[src/sv/lrast_ram.sv]
// ----------------------------------------------------------------------------
// lrast_ram
// Generic single-port RAM with registered read data.
// ----------------------------------------------------------------------------
module lrast_ram #(
	parameter int WIDTH = 8,
	parameter int DEPTH = 16
) (
	input  logic                     clk,
	input  logic                     we,
	input  logic [$clog2(DEPTH)-1:0] addr,
	input  logic [WIDTH-1:0]         wdata,
	output logic [WIDTH-1:0]         rdata
);

	logic [WIDTH-1:0] mem_q [DEPTH];

	// one access per cycle, read data registered
	always_ff @(posedge clk) begin
		if (we) begin
			mem_q[addr] <= wdata;
		end
		rdata <= mem_q[addr];
	end

endmodule

[config.mk]
export PLATFORM = sky130hd
export DESIGN_NAME = lrast_ram
export DESIGN_NICKNAME = d
export VERILOG_FILES = /design/src/sv/lrast_ram.sv
export SDC_FILE = /design/constraint.sdc
export NUM_CORES = 1
export LEC_CHECK = 0
export BUFFER_PORTS_ARGS = -buffer_cell sky130_fd_sc_hd__buf_2
export CORE_MARGIN = 2
export CORE_UTILIZATION = 40
export DETAILED_ROUTE_END_ITERATION = 12
export PLACE_DENSITY = 0.68
export SETUP_SLACK_MARGIN = 0.1
export SYNTH_ARGS = -nofsm -noshare
export SYNTH_HDL_FRONTEND = slang
export SYNTH_SLANG_ARGS = --single-unit
[constraint.sdc]
create_clock -name clk -period 1.6 [get_ports clk]
set_input_delay 0.16 -clock clk [delete_from_list [all_inputs] [get_ports clk]]
set_output_delay 0.16 -clock clk [all_outputs]
set_load 0.05 [all_outputs]
==> flow_metrics.py <==
metrics = {
    "outcome": {
        "status": "finished clean",
    },
    "global_routing": {
        "gr-usage-all-layers_pct": 15.82,
        "grt_overflow": 0,
        "antenna_found_initial": 0,
        "grt_pass1_vias": 2560,
        "grt_pass1_wl_mm": 15.01,
        "grt_start_max_net_pins": 26,
    },
    "route": {
        "drc": 0,
        "num_vias": 2410,
        "drt_iter0_drc": 186,
        "drtAntennaViolNets": 0,
        "viasPerCell": 5.095,
        "drt-pass1-iter-count": 4,
        "wl_mm": 9.601,
        "wl_per_cell_um": 20.30,
    },
    "cells_and_area": {
        "stdcell_count": 473,
        "nNetsFinal": 302,
        "drive_gt1_share_pct": 39.87,
        "area.growth.synth_to_final_pct": 21.85,
        "final_core_util_pct": 49.33,
        "num_antenna_cells": 0,
    },
    "placed_design": {
        "portBuffers": 21,
        "dp_hpwl_mm": 6.213,
        "gp_congestion": 0.7764,
        "place_inst": 441,
        "dp_slack_ns": 0.004723,
    },
    "die": {
        "die_w_um": 116.6,
        "die_h_um": 116.6,
        "io_pins": 22,
        "rows": 41,
        "start_util_pct": 40.48,
        "core_area_um2": 12520,
        "die_area_um2": 13590,
    },
    "critical_path": {
        "reg2reg_slack_ns": 0.22,
        "path_max_fanout": 1,
        "cp-start-kind": "flip-flop",
        "setup.worst_path.start": "mem_q[2][1]$_DFFE_PP_",
        "reg2regPathDepth": 3,
        "r2r-end": "rdata[1]$_DFF_P_",
        "crit_arrival_ns": 1.67,
        "cp.required_ns": 1.89,
        "r2r-start": "mem_q[2][1]$_DFFE_PP_",
        "critPathKind": "flip-flop to flip-flop",
        "crit_path_end_kind": "flip-flop",
    },
    "hold_path": {
        "min_to": "mem_q[6][5]$_DFFE_PP_",
        "min_from": "wdata[5]",
        "hp-class": "input port to flip-flop",
        "min_path_cells": 1,
    },
    "clocking": {
        "cts_resized": 0,
        "cts_setup_buffers": 0,
        "cts.path.max_buffers": 2,
        "worstSkewPairLatency_ns": 0.41,
        "hold_buffers": 0,
        "numCtsBuffers": 17,
        "path_clk_slew_ns": 0.06,
        "clkSinkCount": 136,
        "htreeDepth": 4,
        "cts_tree": "built",
        "cts_root_buf": "clkbuf_16",
    },
    "timing": {
        "setup_violations": 0,
        "skew_ns": 0.005946,
        "fin_crit_sh_pct": 86.38,
        "worst_slack_ns": 0.2180,
        "setup-tns-final_ns": 0,
        "rsz0062_at_grt": "false",
        "timing.fmax_ghz": 0.7236,
        "worst_pin_slew_ns": 0.6096,
        "finalMaxSlewViolations": 0,
        "finalHoldViolCount": 0,
        "max_slew_margin_pct": 59.28,
        "min_period_ns": 1.382,
    },
    "logic_synthesis": {
        "ys.warnings.count": 0,
        "ys_ff_latch": 136,
        "syn_nets": 244,
        "netlist_area_um2": 5067,
        "synthDistinctLibCells": 18,
        "synth-adder-area-share_pct": 0,
        "synthMuxAreaShare_pct": 14.22,
        "yosysSeqAreaShare_pct": 79.01,
        "synth_area_per_cell_um2": 22.03,
        "synth_compound_area_share_pct": 2.370,
        "synthSimpleGateAreaFrac_pct": 3.210,
        "synth_top_family_by_area": "multiplexers",
        "netlist_instances": 230,
        "synth_xor_area_share_pct": 0,
    },
    "pwr": {
        "powerDensity_nw_per_um2": 1327,
        "power_mw": 8.192,
        "max-vdd-ir-drop_uv": 706.5,
        "p_leak_nw": 2.064,
    },
    "flow_run": {
        "drv_cap": 0,
    },
}
## sequential cells by signal (all words and copies together), names as in the netlist
name   count
mem_q    128
rdata      8
## layout make-up
class                           count  area, µm²
Fill cell                        1019       6342
Sequential cell                   136       4004
Multi-Input combinational cell     83       1021
Clock buffer                       19      442.9
Timing Repair Buffer               50      360.3
Tap cell                          172      215.2
Clock inverter                     13      131.4
## cells in the final DEF (no fill, tap or decap), types with 2 or more instances in the layout
master | synthesis | final
bufinv_16 | 0 | 2
nor2_1 | 13 | 8
nand2b_1 | 2 | 2
dfxtp_1 | 8 | 8
clkinvlp_4 | 0 | 2
nand2_1 | 9 | 9
buf_2 | 2 | 21
nor2_2 | 0 | 5
edfxtp_1 | 128 | 128
clkbuf_16 | 0 | 17
mux4_2 | 32 | 32
clkinv_4 | 0 | 3
clkinv_2 | 0 | 6
nor2b_1 | 2 | 2
buf_4 | 0 | 26
nor3_1 | 4 | 3
a22oi_1 | 16 | 16
buf_12 | 0 | 3
nand3b_1 | 2 | 2
## report_power, final
| part | total [mW] | switching, mW | internal (mW) |
|---|---|---|---|
| sequential | 4.01 | 0.0227 | 3.98 |
| clock | 3.71 | 1.39 | 2.32 |
| combinational | 0.474 | 0.296 | 0.179 |
| total | 8.19 | 1.71 | 6.48 |
## worst max-delay path by stage
| stage | endpoint | slack [ns] | depth (start not counted) |
|---|---|---|---|
| floorplan | mem_q[12][0]$_DFFE_PP_ | 0.002 | 3 |
| global placement | rdata[1]$_DFF_P_ | 0.004 | 6 |
| detailed placement | rdata[1]$_DFF_P_ | 0.005 | 6 |
| CTS | rdata[7]$_DFF_P_ | 0.22 | 3 |
| global route | rdata[7]$_DFF_P_ | 0.15 | 3 |
| finish | rdata[1]$_DFF_P_ | 0.22 | 3 |
## Yosys cell counts
library cell | count | area (µm²)
a22oi_1 | 16 | 120.1
and2_1 | 1 | 6.260
buf_1 | 4 | 15.01
buf_2 | 2 | 10.01
buf_6 | 2 | 22.52
clkbuf_1 | 2 | 7.510
clkbuf_2 | 1 | 5.000
dfxtp_1 | 8 | 160.2
edfxtp_1 | 128 | 3844
mux4_2 | 32 | 720.7
nand2_1 | 9 | 33.78
nand2b_1 | 2 | 12.51
nand3_1 | 1 | 5.000
nand3b_1 | 2 | 15.01
nor2_1 | 13 | 48.80
nor2b_1 | 2 | 12.51
nor3_1 | 4 | 20.02
or3b_2 | 1 | 8.760
## per-layer routing
| metal | global-route usage, % | vias to the layer above | share of wire [%] |
|---|---|---|---|
| met2 | 25.27 | 47 | 50 |
| li1 | - | 1078 | - |
| met4 | 6.588 | 0 | 1.4 |
| met1 | 20.59 | 1272 | 46 |
| met5 | 0 | - | 0 |
| met3 | 4.463 | 13 | 3.2 |
## cell families after synthesis
logic type | after synthesis
AO/OA/AOI/OAI | 16
buffers and inverters | 11
multiplexers | 32
flip-flops | 136
AND/OR/NAND/NOR | 35
## worst max-delay path, stage by stage (launching register included)
cell	delay, ns
edfxtp_1	0.36
mux4_2	0.47
a22oi_1	0.35
nand2_1	0.09
## metrics by stage
stage | cell area [µm²] | hold slack, ns
floorplan | 5085 | 0.2589
global placement | 5600 | 0.5493
detailed placement | 5600 | 0.5590
CTS | 6175 | 0.1301
global route | 6175 | 0.1423
finish | 6175 | 0.1347
No activity file was read; power rests on OpenSTA's default activity.
